`src/hdl/stpc_pkg.sv`:
```
// Shared types, constants and the multiply sequence for the sigma threshold
// port classifier. Used by every module of the block; no dependencies.
package stpc_pkg;

    localparam int PORTS       = 65536;
    localparam int SAMPLE_BITS = 24;
    localparam int IDX_W       = $clog2(PORTS);
    localparam int CNT_W       = $clog2(PORTS + 1);

    localparam logic [31:0] SAMPLE_MAX = 32'((64'd1 << SAMPLE_BITS) - 64'd1);

    localparam int FACT_W = 24;
    localparam int SUM_W  = 40;
    localparam int SQ_W   = 64;
    localparam int D_W    = 41;
    localparam int V_W    = 81;
    localparam int G_W    = 48;
    localparam int PROD_W = 64;
    localparam int ACC_W  = 128;

    localparam int S_TDATA_W = 48;
    localparam int S_TUSER_W = 2;
    localparam int M_TDATA_W = 48;
    localparam int M_TUSER_W = 3;
    localparam int LOADED_W  = 17;
    localparam int STORED_W  = 24;

    localparam int STEP_W = 5;
    localparam logic [STEP_W-1:0] STEP_QUERY = 5'd0;
    localparam logic [STEP_W-1:0] STEP_LOAD  = 5'd18;

    typedef enum logic [1:0] {
        REQ_LOAD  = 2'd0,
        REQ_QUERY = 2'd1,
        REQ_CLEAR = 2'd2
    } t_req;

    typedef enum logic [2:0] {
        ST_LOADED     = 3'd0,
        ST_DROPPED    = 3'd1,
        ST_ANSWERED   = 3'd2,
        ST_NOT_LOADED = 3'd3,
        ST_CLEARED    = 3'd4
    } t_status;

    typedef enum logic [1:0] {
        S_IDLE,
        S_RUN,
        S_DRAIN,
        S_DONE
    } t_state;

    // 32-bit operand slices fed to the shared multiplier
    typedef enum logic [3:0] {
        L_N, L_X, L_W, L_F,
        L_D0, L_D1, L_S0, L_S1,
        L_Q0, L_Q1, L_V0, L_V1, L_V2,
        L_G0, L_G1
    } t_limb;

    typedef enum logic [2:0] {
        DST_NONE, DST_NX, DST_G, DST_V, DST_LHS, DST_RHS, DST_SQ
    } t_dest;

    typedef struct packed {
        t_limb       a;
        t_limb       b;
        logic [1:0]  shift;
        logic        sub;
        logic        first;
        t_dest       dest;
        logic        last;
    } t_uop;

    typedef struct packed {
        logic    cap_load;
        logic    cap_query;
        logic    clear;
        logic    issue;
        t_uop    uop;
        logic    out_load;
        t_status status;
    } t_dp_cmd;

    typedef struct packed {
        logic full;
        logic idx_ok;
    } t_dp_stat;

    function automatic t_uop uop_mk(input t_limb a, input t_limb b, input logic [1:0] shift,
                                    input logic sub, input logic first, input t_dest dest,
                                    input logic last);
        t_uop u;
        u.a     = a;
        u.b     = b;
        u.shift = shift;
        u.sub   = sub;
        u.first = first;
        u.dest  = dest;
        u.last  = last;
        return u;
    endfunction

    // Query: nx, F^2, V = nQ - S^2, d^2, F^2*V. Load: sample squared.
    function automatic t_uop uop_rom(input logic [STEP_W-1:0] step);
        t_uop u;
        case (step)
            5'd0:    u = uop_mk(L_N,  L_X,  2'd0, 1'b0, 1'b1, DST_NX,   1'b0);
            5'd1:    u = uop_mk(L_F,  L_F,  2'd0, 1'b0, 1'b1, DST_G,    1'b0);
            5'd2:    u = uop_mk(L_N,  L_Q0, 2'd0, 1'b0, 1'b1, DST_NONE, 1'b0);
            5'd3:    u = uop_mk(L_N,  L_Q1, 2'd1, 1'b0, 1'b0, DST_NONE, 1'b0);
            5'd4:    u = uop_mk(L_S0, L_S0, 2'd0, 1'b1, 1'b0, DST_NONE, 1'b0);
            5'd5:    u = uop_mk(L_S0, L_S1, 2'd1, 1'b1, 1'b0, DST_NONE, 1'b0);
            5'd6:    u = uop_mk(L_S1, L_S0, 2'd1, 1'b1, 1'b0, DST_NONE, 1'b0);
            5'd7:    u = uop_mk(L_S1, L_S1, 2'd2, 1'b1, 1'b0, DST_V,    1'b0);
            5'd8:    u = uop_mk(L_D0, L_D0, 2'd0, 1'b0, 1'b1, DST_NONE, 1'b0);
            5'd9:    u = uop_mk(L_D0, L_D1, 2'd1, 1'b0, 1'b0, DST_NONE, 1'b0);
            5'd10:   u = uop_mk(L_D1, L_D0, 2'd1, 1'b0, 1'b0, DST_NONE, 1'b0);
            5'd11:   u = uop_mk(L_D1, L_D1, 2'd2, 1'b0, 1'b0, DST_LHS,  1'b0);
            5'd12:   u = uop_mk(L_G0, L_V0, 2'd0, 1'b0, 1'b1, DST_NONE, 1'b0);
            5'd13:   u = uop_mk(L_G0, L_V1, 2'd1, 1'b0, 1'b0, DST_NONE, 1'b0);
            5'd14:   u = uop_mk(L_G0, L_V2, 2'd2, 1'b0, 1'b0, DST_NONE, 1'b0);
            5'd15:   u = uop_mk(L_G1, L_V0, 2'd1, 1'b0, 1'b0, DST_NONE, 1'b0);
            5'd16:   u = uop_mk(L_G1, L_V1, 2'd2, 1'b0, 1'b0, DST_NONE, 1'b0);
            5'd17:   u = uop_mk(L_G1, L_V2, 2'd3, 1'b0, 1'b0, DST_RHS,  1'b1);
            5'd18:   u = uop_mk(L_W,  L_W,  2'd0, 1'b0, 1'b1, DST_SQ,   1'b1);
            default: u = uop_mk(L_N,  L_N,  2'd0, 1'b0, 1'b1, DST_NONE, 1'b1);
        endcase
        return u;
    endfunction

endpackage

```
`src/hdl/stpc_ctrl.sv`:
```
// Controller for the sigma threshold port classifier: request decode,
// multiply sequencing and stream handshakes. Depends on stpc_pkg.
module stpc_ctrl (
    input  logic                                i_clk,
    input  logic                                i_rst_n,
    input  logic                                i_s_axis_tvalid,
    output logic                                o_s_axis_tready,
    input  logic [stpc_pkg::S_TUSER_W-1:0]      i_s_axis_tuser,
    output logic                                o_m_axis_tvalid,
    input  logic                                i_m_axis_tready,
    input  stpc_pkg::t_dp_stat                  i_stat,
    output stpc_pkg::t_dp_cmd                   o_cmd
);
    import stpc_pkg::*;

    t_state              r_state, n_state;
    logic [STEP_W-1:0]   r_step, n_step;
    t_status             r_status, n_status;
    logic                r_out_vld, n_out_vld;
    logic                accept;
    logic                out_free;
    t_uop                cur_uop;

    assign accept   = i_s_axis_tvalid && (r_state == S_IDLE);
    assign out_free = !r_out_vld || i_m_axis_tready;
    assign cur_uop  = uop_rom(r_step);

    always_comb begin
        n_state = r_state;
        unique case (r_state)
            S_IDLE: begin
                if (accept) begin
                    unique case (t_req'(i_s_axis_tuser))
                        REQ_LOAD:  n_state = i_stat.full   ? S_DONE : S_RUN;
                        REQ_QUERY: n_state = i_stat.idx_ok ? S_RUN  : S_DONE;
                        REQ_CLEAR: n_state = S_DONE;
                        default:   n_state = S_IDLE;
                    endcase
                end
            end
            S_RUN: begin
                if (cur_uop.last) n_state = S_DRAIN;
            end
            S_DRAIN: n_state = S_DONE;
            S_DONE: begin
                if (out_free) n_state = S_IDLE;
            end
        endcase
    end

    always_comb begin
        n_status = r_status;
        if (accept) begin
            unique case (t_req'(i_s_axis_tuser))
                REQ_LOAD:  n_status = i_stat.full   ? ST_DROPPED  : ST_LOADED;
                REQ_QUERY: n_status = i_stat.idx_ok ? ST_ANSWERED : ST_NOT_LOADED;
                REQ_CLEAR: n_status = ST_CLEARED;
                default:   n_status = r_status;
            endcase
        end
    end

    always_comb begin
        n_step = r_step;
        if (accept) begin
            n_step = (t_req'(i_s_axis_tuser) == REQ_LOAD) ? STEP_LOAD : STEP_QUERY;
        end else if (r_state == S_RUN) begin
            n_step = r_step + 1'b1;
        end
    end

    always_comb begin
        o_s_axis_tready = (r_state == S_IDLE);
        o_cmd.cap_load  = accept && (t_req'(i_s_axis_tuser) == REQ_LOAD) && !i_stat.full;
        o_cmd.cap_query = accept && (t_req'(i_s_axis_tuser) == REQ_QUERY) && i_stat.idx_ok;
        o_cmd.clear     = accept && (t_req'(i_s_axis_tuser) == REQ_CLEAR);
        o_cmd.issue     = (r_state == S_RUN);
        o_cmd.uop       = cur_uop;
        o_cmd.out_load  = (r_state == S_DONE) && out_free;
        o_cmd.status    = r_status;
        n_out_vld       = o_cmd.out_load || (r_out_vld && !i_m_axis_tready);
    end

    assign o_m_axis_tvalid = r_out_vld;

    always_ff @(posedge i_clk) begin
        if (!i_rst_n) begin
            r_state   <= S_IDLE;
            r_out_vld <= 1'b0;
            r_step    <= STEP_QUERY;
            r_status  <= ST_LOADED;
        end else begin
            r_state   <= n_state;
            r_out_vld <= n_out_vld;
            r_step    <= n_step;
            r_status  <= n_status;
        end
    end

endmodule

```
`config.mk`:
```
export PLATFORM = sky130hd
export DESIGN_NAME = stpc_ctrl
export DESIGN_NICKNAME = d
export VERILOG_FILES = /design/src/hdl/stpc_pkg.sv /design/src/hdl/stpc_ctrl.sv
export SDC_FILE = /design/constraint.sdc
export NUM_CORES = 1
export LEC_CHECK = 0
export BUFFER_PORTS_ARGS = -buffer_cell sky130_fd_sc_hd__buf_2
export CAP_MARGIN = 20
export CORE_UTILIZATION = 25
export CTS_BUF_LIST = sky130_fd_sc_hd__clkbuf_16
export DETAILED_ROUTE_END_ITERATION = 16
export HOLD_SLACK_MARGIN = 0.05
export PLACE_DENSITY = 0.51
export SLEW_MARGIN = 20
export SYNTH_ARGS = -nofsm -noshare
export SYNTH_HDL_FRONTEND = slang
export SYNTH_SLANG_ARGS = --single-unit
```
`constraint.sdc`:
```
create_clock -name i_clk -period 4.6 [get_ports i_clk]
set_input_delay 0.92 -clock i_clk [delete_from_list [all_inputs] [get_ports i_clk]]
set_output_delay 0.92 -clock i_clk [all_outputs]
set_load 0.005 [all_outputs]
```
# == Word level (Yosys, flattened, before mapping) ==
# Memory sizes are Yosys's and may differ from the RTL's. A register that Yosys moved wholly into a read port is not among the register bits.
# Cells that the tools add are included.
# word_totals
regBits,11
mem_bits_ro,512
wordCells,48
memories,1
# classes
n_addsub,1
n_eq_ne,8
n_mux,15
reduce_logical,19
# mem_list
name,depth,width,rd,rd_ports_with_merged_regs,write_ports,line_no,source
(no name shown),32,16,1,1,0,stpc_pkg.sv:107,case (step)
# ops
cell,n
two-way mux 5 bit,5
two-way mux 2 bit,5
one-hot mux 3 bit (3 select lines),1
logical AND 1 bit,8
one-hot mux 2 bit (4 select lines),1
== test 2 bit (second input constant),3
one-hot mux 2 bit (3 select lines),1
adder 5 x 1 -> 5 bit (second input constant),1
== test 2 x 1 -> 1 bit (second input constant),2
zero test 2 bit,2
inequality test 2 x 1 -> 1 bit (second input constant),2
zero test 1 bit,3
AND reduction 3 bit,1
nonzero test 3 bit,1
logical OR 1 bit,2
two-way mux 1 bit,2
inequality test 2 bit (second input constant),1
AND reduction 2 bit,1
nonzero test 2 bit,1

# == Depth between registers and ports, before layout ==
# Gate-level depths: netlist (run 1).
# logic_depth
word_depth,5
ltp_mapped,11
ltp_nobuf,10

# == Worst setup path before layout (run 1) ==
# Ideal clock, no wire load.
# synth_path
path_kind,input port to flip-flop
start,input port i_s_axis_tvalid
end,"register, netlist name cur_uop[1]"
setup_ns,0.116
t_arrival_ns,2.295
t_required_ns,4.484
slack_ns,2.189
cell_stages,8
n_path_buf,0
cell_sequence,nand2_1 -> mux2i_1 -> and2_1 -> inv_1 -> ha_1 -> mux2_1 -> nand2_1 -> a21oi_1
# synth_between
elab_chain_len,4
word_cells_on_any_way,5
classes_between,mux: 3; reduce/logical: 2
# synth_lines
item,line_no,source
"start, declared",stpc_ctrl.sv:6,"input logic i_s_axis_tvalid,"
logical AND 1 bit (*),stpc_ctrl.sv:24,assign accept = i_s_axis_tvalid && (r_state == S_IDLE);
two-way mux 5 bit / nonzero test 2 bit (equally long branches),n/a,
two-way mux 5 bit (no source line) (*) (2 in a row),n/a,
# Mark *: on every way between the ends. The rest lies on a longest branch, timed or not.
# A chain may end at the register's enable or synchronous reset.

==> impl_metrics.toml, run 1 <==
[pwr]
finalPower_uw = 804
power_leakage_nw = 0.876
cellPowerDensity_mw_per_mm2 = 426
irDropWorstVdd_uv = 178

[logic_synthesis]
yosysMostFrequentCell = "dfxtp_1"
yosys.area_share.simple = 0.179
yosys-top-cells-count = "dfxtp_1, ha_1, nand2_1, a21oi_1, inv_1"
synth_mux_area_frac = 0.0263
synth_top_area_frac = 0.344
synth-async-reset-ratio = 0
ys.flop_type = "dfxtp_1"
syn_avg_cell_area_um2 = 8.97
synthTopCellsByArea = "dfxtp_1, ha_1, a21oi_1"
synth_top_family_by_area = "compound AO/OA/AOI/OAI gates"
synth_xor_area_frac = 0.0447
synth_compound_area_frac = 0.207
postSynthCellCount = 175
synth_cell_types = 45
ys_seq_area_frac = 0.344
synth_fa_ha_area_frac = 0.144
synth_area_leader_cell = "dfxtp_1"
synth_nets = 201
yosys_warnings = 0
synth_edf_count = 0
synth_seq_cells = 27
netlist_area_mm2 = 0.00157

[detailed_routing]
drcViolationCount = 0
vias = 1315
dr.first_iter.drc_count = 176
ant_nets = 0
wl_um = 3600
post_drt_wl_per_cell_um = 12.7
drt-vias-per-instance = 4.63
first_pass_iters = 4

[clocking]
htree_levels = 1
postCtsSetupBuffers = 0
hold_buffers = 0
clock-sinks = 27
clkLatencyLatePin_ps = 260
cts-root-buf = "clkbuf_16"
clk_path_buf_depth = 2
cts_buffers = 3
cts_resized = 0
clk_pin_slew_ps = 60
tritoncts = "built"

[final_layout]
final_nets = 236
diodes = 0
final_cells = 284
area_growth_pct = 20.3
fin_area_mm2 = 0.00189
nFillCells = 637
drive_above_1_share = 0.230

[setup_path]
timing.rr.end = "cur_uop[6]"
crit_path_top_delay_cell = "ha_1"
critPathKind = "input port to primary output"
reg2reg_slack_ps = 2020
cp-end-kind = "primary output"
required_ps = 3680
worst_path_largest_cell_delay_ps = 200
start_kind = "input port"
r2r_cells = 10
timing.rr.start = "r_state[1]"
arrival_ps = 1720
cp_max_fo = 3
path_cells = "buf_2, inv_1, ha_1, inv_1, nor3_1, buf_2"

[sta]
hold_slack_ps = 487
maxSlewViolCount = 0
rsz0062_at_grt = "false"
setup_viol = 0
period_needed_ps = 2640
tightest_slew_ps = 581
fin_skew_ps = 3.47
fin_crit_sh = 0.574
hold_viol = 0
relSlewSlack = 0.613
max_freq_ghz = 0.379
finalSetupTns_ps = 0

[floorplanning]
fp.dieW_um = 81.2
dieHeight_um = 81.2
rows = 28
initial_core_util = 0.262
ios = 34
fp.coreArea_mm2 = 0.00599
fp.dieArea_mm2 = 0.00660

[placed_design]
port_buffers = 33
place.gp.congestion = 0.816
dp_cells = 280
dpl_cell_area_mm2 = 0.00181
hpwlAfterDp_um = 2730

[grt]
grt_pass1_wl_um = 5560
antenna_found_initial = 0
grt_max_degree = 16
use_met2 = 0.163
gr-total-overflow = 0
grt-busiest-layer = "met2"
grt_pass1_vias = 1203
grt_use_total = 0.110
grt_util_met3 = 0.0124
gr-usage-met1 = 0.155

[worst_hold_path]
whs_endpoint = "r_status[1]"
holdPathStages = 2
holdCritStartpoint = "r_status[1]"
hp-class = "flop to flop"

[flow_run]
maxCapViolCount = 0

[outcome]
run_status = "finished clean"
==> cell usage in the layout, fill, tap and decap left out, types with 3 or more instances in the layout <==
cell type  count
nand2b_1       3
dfxtp_1       27
a31oi_1        4
inv_1         14
nor3_1         5
buf_2         33
o21ai_0        5
nand3_1        6
nand2_1       17
ha_1          18
mux2i_1        3
clkbuf_16      3
nor2_1        13
a21oi_1       15
inv_2          3
nand4_1        3
o22ai_1        3
==> critical path, delay by kind of cell <==
kind,cells,cell delay [ps]
buffers and inverters,4,420
adders and majority gates,1,200
and+or+nand+nor,1,180
==> layout make-up <==
type	count	area, µm²	area share
sequential	27	541	0.286
tap	75	93.8	0.0497
clock inverter	1	5.00	0.00265
inverter	17	63.8	0.0338
clock buffer	3	75.1	0.0398
timing repair buffer	33	165	0.0875
multi-input combinational	128	943	0.500
==> worst max path at each step <==
stage / endpoint / cells past startpoint / from
floorplan: cur_uop[1] / 8 / i_s_axis_tvalid
global placement: cur_uop[9] / 8 / i_s_axis_tvalid
detailed placement: cur_uop[6] / 9 / i_s_axis_tvalid
CTS: o_cmd[23] / 6 / i_s_axis_tuser[1]
global route: cur_uop[6] / 10 / r_state[0]
finish: o_cmd[23] / 6 / i_s_axis_tuser[1]
==> per-stage QoR <==
stage	worst slack [ps]	util
after detailed placement	1770	0.302
after CTS	1950	0.315
final	1960	0.315
after global routing	1840	0.315
after floorplan	2190	-
after global placement	1800	0.302
==> per-layer routing <==
metal	routed length, µm	share of wire
met2	1590	0.44
met5	0	0
met3	159	0.044
met4	75	0.021
met1	1770	0.49
==> cell families after synthesis <==
kind of cell / after synthesis
AND/OR/NAND/NOR: 56
multiplexers: 4
buffers and inverters: 20
XOR/XNOR: 5
adder cells (fa/ha/maj): 18
flip-flops: 27
AO/OA/AOI/OAI: 45
==> state kept, by name, indices dropped and copies added (netlist names) <==
signal / flops
r_state: 2
r_step: 5
cur_uop: 16
o_m_axis_tvalid: 1
r_status: 3
==> where the power goes <==
part | switching [mW] | internal [mW]
combinational | 0.177 | 0.122
sequential | 0.0271 | 0.282
clock | 0.0782 | 0.117
No activity file was read; power rests on OpenSTA's default activity.
==> run 2, diff against run 1 <==
ABC_AREA = 1   (was default)
clock period = 2.73 ns   (was 4.6 ns; I/O delays follow)
==> run 2 against run 1 <==
Effect of this change: critical endpoint is now cur_uop[7]; largest cell class unchanged; synthesized cell count rose by 24%; the flow now finishes with violations (design-rule violations); clock skew rose by 2.8 ps; first-iteration DRC count fell by 62%; routed wire length rose by 0.56%; sequential share of layout area fell by 1.6 points.
==> impl_metrics.toml, run 2 <==
[clocking]
hold_buffers = 0
clk_pin_slew_ps = 70
postCtsSetupBuffers = 0
cts_buffers = 3
clkLatencyLatePin_ps = 260
tritoncts = "built"
cts-root-buf = "clkbuf_16"
htree_levels = 1
clk_path_buf_depth = 2
cts_resized = 0
clock-sinks = 27

[setup_path]
path_cells = "inv_1, ha_1, nand2_2, nand2_1, nand3_1, nand2_2, nand2_1, inv_1, ha_1, nand2_1, o21ai_1, nand2_1, nand2_1, nand2_1, nand2_1"
required_ps = 2890
timing.rr.start = "r_state[0]"
cp_max_fo = 11
start_kind = "flop"
r2r_cells = 15
timing.critical_path.mode_cell = "nand2_1"
worst_path_largest_cell_delay_ps = 380
crit_path_top_delay_cell = "dfxtp_1"
timing.rr.end = "cur_uop[7]"
arrival_ps = 2520
critPathLaunch = "r_state[0]"
critPathKind = "flop to flop"
reg2reg_slack_ps = 370
cp-end-kind = "flop"

[worst_hold_path]
whs_endpoint = "r_status[2]"
holdCritStartpoint = "r_status[2]"
holdPathStages = 2
hp-class = "flop to flop"

[final_layout]
layout_commonest_cell = "nand2_1"
drive_above_1_share = 0.295
nFillCells = 703
final_cell_mix = "nand2_1, buf_2, inv_1, dfxtp_1, nand3_1"
diodes = 0
final_nets = 278
largest_reg_flops = 16
area_growth_pct = 18.6

[grt]
grt_use_total = 0.113
antenna_found_initial = 0
grt_max_degree = 17
grt_pass1_vias = 1446
gr-total-overflow = 0
grt_pass1_wl_um = 6470

[floorplanning]
fp.coreArea_mm2 = 0.00642
initial_core_util = 0.262
rows = 29
ios = 34
fp.dieArea_mm2 = 0.00707
dieHeight_um = 84.1
fp.dieW_um = 84.1

[detailed_routing]
vias = 1418
ant_nets = 0
post_drt_wl_per_cell_um = 11.0
dr.first_iter.drc_count = 67
drcViolationCount = 6
first_pass_iters = 10
wl_um = 3620
drt-vias-per-instance = 4.32

[placed_design]
port_buffers = 33
place.gp.congestion = 0.874
hpwlAfterDp_um = 2760

[logic_synthesis]
synth_nets = 243
synth_mux_area_frac = 0
postSynthCellCount = 217
yosysMostFrequentCell = "nand2_1"
yosys-top-cells-count = "nand2_1, dfxtp_1, inv_1, nand3_1, ha_1"
synth_top_area_frac = 0.321
ys.flop_type = "dfxtp_1"
ys_seq_area_frac = 0.321
synth_xor_area_frac = 0
synth_top_family_by_area = "simple AND/OR/NAND/NOR gates"
synthTopCellsByArea = "dfxtp_1, ha_1, nand2_1"
yosys.area_share.simple = 0.334
synth_fa_ha_area_frac = 0.134
netlist_area_mm2 = 0.00168
synth_edf_count = 0
synth-async-reset-ratio = 0
synth_area_leader_cell = "dfxtp_1"
synth_cell_types = 31
syn_avg_cell_area_um2 = 7.76
synth_compound_area_frac = 0.105
yosys_warnings = 0
synth_seq_cells = 27

[pwr]
power_leakage_nw = 1.01
power.switching_uw = 599
p_clk_frac = 0.221
irDropWorstVdd_uv = 262
power_frac_seq = 0.345
swShare = 0.386
power.internal_uw = 952
cellPowerDensity_mw_per_mm2 = 776
comb_power_share = 0.435

[sta]
hold_viol = 0
relSlewSlack = 0.789
period_needed_ps = 2360
fin_skew_ps = 6.32
max_freq_ghz = 0.425
finalSetupTns_ps = 0
maxSlewViolCount = 0
tightest_slew_ps = 316
hold_slack_ps = 491
setup_viol = 0
fin_crit_sh = 0.863
rsz0062_at_grt = "false"

[flow_run]
maxCapViolCount = 0

[outcome]
violations = "design-rule violations"
run_status = "finished, violations left"
run 2: cell types whose count changed after synthesis, sizes merged, moves of 3 or more:
cell and change:
nand3 +21, a21oi -12, inv +15, nand2b -3
nand2 +47, nand4 -3, xnor2 -3, o21ai +6
mux2i -3
run 2: worst max-delay path, delay by kind of cell, from the launching register on:
family | cells | cell delay, ps
flops | 1 | 380
simple gates | 10 | 1030
fa+ha+maj | 2 | 510
buf+inv | 2 | 230
compound gates | 1 | 90
run 2: final cells by class:
cell class                 instances  area (µm²)  area share
inverter                          33         141      0.0708
timing repair buffer              34         173      0.0864
multi-input combinational        153         965       0.483
tap                               77        96.3      0.0482
clock buffer                       3        75.1      0.0376
sequential                        27         541       0.271
clock inverter                     1        7.51     0.00376
run 2: cell families (layout without fill, tap and decap cells):
kind of cell    Yosys count  count (layout)
compound gates           25              25
buf+inv                  37              71
fa+ha+maj                18              18
flops                    27              27
simple gates            110             110
run 2: how the worst max path moves through the flow:
| stage | slack (ps) | to | cells past startpoint |
|---|---|---|---|
| 6_report | 370 | cur_uop[7] | 15 |
| 5_1_grt | 130 | cur_uop[7] | 15 |
| 4_1_cts | 350 | cur_uop[7] | 15 |
| 2_1_floorplan | 660 | cur_uop[7] | 16 |
| 3_5_place_dp | 290 | cur_uop[7] | 16 |
| 3_3_place_gp | 350 | cur_uop[7] | 16 |
run 2: layer usage:
metal / wire (µm) / GRT usage
met5: 0 / 0
met4: 89 / 0.0611
met3: 127 / 0.0168
met2: 1590 / 0.180
met1: 1810 / 0.147
run 2: metrics by stage:
step / cell area (µm²) / setup slack, ps / util / cells / total power [mW]
2_1_floorplan: 1680 / 661 / - / 217 / 1.04
3_3_place_gp: 1920 / 353 / 0.298 / 324 / 1.23
6_report: 2000 / 375 / 0.311 / 328 / 1.55
3_5_place_dp: 1920 / 293 / 0.298 / 324 / 1.22
5_1_grt: 2000 / 130 / 0.311 / 328 / 1.69
4_1_cts: 2000 / 353 / 0.311 / 328 / 1.57
run 2: power by group through the flow:
stage	sequential (mW)	combinational [mW]	clock, mW
after global placement	0.545	0.680	0
final	0.535	0.674	0.343
after floorplan	0.549	0.489	0
after detailed placement	0.545	0.674	0
after global routing	0.551	0.769	0.372
after CTS	0.537	0.680	0.352
==> run 3, diff against run 2 <==
ABC_AREA = default   (was 1)
BUFFER_PORTS_ARGS = default   (was -buffer_cell sky130_fd_sc_hd__buf_2)
DONT_BUFFER_PORTS = 1   (was default)
PLACE_DENSITY = 0.46   (was 0.51)
==> run 3 against run 2 <==
Effect of this change: the flow now finishes without violations; worst setup slack improved by 8.9 ps; final area fell by 13%; fmax rose by 0.38%; clock skew fell by 2.9 ps; sequential power barely moved; global-route usage rose by 0.48 points; cell count fell by 23%; critical path depth fell by 5; power fell by 14%; die area fell by 6.7%; critical path type unchanged.
==> impl_metrics.toml, run 3 (synthesis results as in run 1) <==
[worst_hold_path]
hp-class = "input port to flop"
whs_endpoint = "r_step[1]"
holdCritStartpoint = "i_rst_n"
holdPathStages = 1

[final_layout]
multiInputGateArea_um2 = 943
register_area_um2 = 541
final_nets = 206
diodes = 0
largest_reg_flops = 16
nFillCells = 618
area_growth_pct = 11.3
fin_util = 0.292
layout_commonest_cell = "dfxtp_1"
final_cell_mix = "dfxtp_1, ha_1, nand2_1"
drive_above_1_share = 0.101

[clocking]
clk_path_buf_depth = 2
cts_resized = 0
htree_levels = 1
clk_pin_slew_ps = 70
cts-root-buf = "clkbuf_16"
postCtsSetupBuffers = 0
cts_buffers = 3
clkLatencyLatePin_ps = 270
tritoncts = "built"
clock-sinks = 27
hold_buffers = 0

[detailed_routing]
first_pass_iters = 4
post_drt_wl_per_cell_um = 14.1
vias = 1230
dr.first_iter.drc_count = 165
drt-vias-per-instance = 4.84
ant_nets = 0
drcViolationCount = 0
wl_um = 3590

[pwr]
power.internal_uw = 850
cellPowerDensity_mw_per_mm2 = 760
irDropWorstVdd_uv = 228
power_frac_seq = 0.405
power.switching_uw = 478
p_clk_frac = 0.260
swShare = 0.360
comb_power_share = 0.335
power_leakage_nw = 0.729

[setup_path]
timing.rr.end = "cur_uop[6]"
reg2reg_slack_ps = 380
critPathKind = "flop to flop"
required_ps = 2930
start_kind = "flop"
r2r_cells = 10
timing.rr.start = "r_state[1]"
cp-end-kind = "flop"
arrival_ps = 2550
cp_max_fo = 7

[floorplanning]
rows = 28
dieHeight_um = 81.2
initial_core_util = 0.262
ios = 34
fp.dieW_um = 81.2
fp.coreArea_mm2 = 0.00599
fp.dieArea_mm2 = 0.00660

[sta]
max_freq_ghz = 0.426
fin_skew_ps = 3.41
relSlewSlack = 0.578
hold_viol = 0
hold_slack_ps = 405
tightest_slew_ps = 633
finalSetupTns_ps = 0
maxSlewViolCount = 0
setup_viol = 0
fin_crit_sh = 0.859
rsz0062_at_grt = "false"
period_needed_ps = 2350

[grt]
grt_max_degree = 17
grt_pass1_wl_um = 5930
gr-total-overflow = 0
grt_use_total = 0.118
grt_pass1_vias = 1169
antenna_found_initial = 0

[outcome]
run_status = "finished clean"

[placed_design]
hpwlAfterDp_um = 2770
place.gp.congestion = 0.796
port_buffers = 0

[flow_run]
maxCapViolCount = 0
run 3: per-layer routing:
| metal | global-route usage | share of wire | wire, µm |
|---|---|---|---|
| met1 | 0.155 | 0.48 | 1730 |
| met2 | 0.186 | 0.45 | 1620 |
| met3 | 0.0180 | 0.046 | 165 |
| met4 | 0.0607 | 0.021 | 75 |
| met5 | 0 | 0 | 0 |
run 3: worst max-delay path, cell delays in order (launching register included):
cell and delay [ps]:
dfxtp_1 380, inv_1 100, ha_1 310, mux2i_1 180, mux2i_1 210, and2_1 280, inv_1 120, ha_1 320
inv_1 40, a32o_1 230, o21ai_2 120
run 3: layout make-up:
class	count	share of cell area
clock inverter	1	0.00430
inverter	17	0.0365
multi-input combinational	128	0.540
clock buffer	3	0.0430
tap	75	0.0537
sequential	27	0.309
timing repair buffer	3	0.0129
run 3: through the flow:
step | worst slack, ps | cells | cell area (µm²) | total power, mW
after global routing | 146 | 254 | 1750 | 1.43
after detailed placement | 400 | 250 | 1660 | 0.991
after CTS | 370 | 254 | 1750 | 1.34
after global placement | 311 | 250 | 1660 | 1.00
final | 384 | 254 | 1750 | 1.33
after floorplan | 490 | 175 | 1570 | 0.875
run 3: worst max path at each step:
stage / start / to / depth (start not counted) / slack [ps]
2_1_floorplan: r_state[0] / cur_uop[1] / 10 / 490
3_3_place_gp: r_state[0] / cur_uop[1] / 10 / 310
3_5_place_dp: r_state[0] / cur_uop[6] / 10 / 400
4_1_cts: r_state[0] / cur_uop[6] / 10 / 370
5_1_grt: r_state[1] / cur_uop[8] / 9 / 150
6_report: r_state[1] / cur_uop[6] / 10 / 380
run 3: power by group through the flow:
stage / registers [mW] / logic (mW) / clock network [mW]
6_report: 0.538 / 0.444 / 0.346
2_1_floorplan: 0.533 / 0.342 / 0
3_5_place_dp: 0.549 / 0.442 / 0
5_1_grt: 0.552 / 0.502 / 0.373
4_1_cts: 0.541 / 0.446 / 0.358
3_3_place_gp: 0.549 / 0.453 / 0
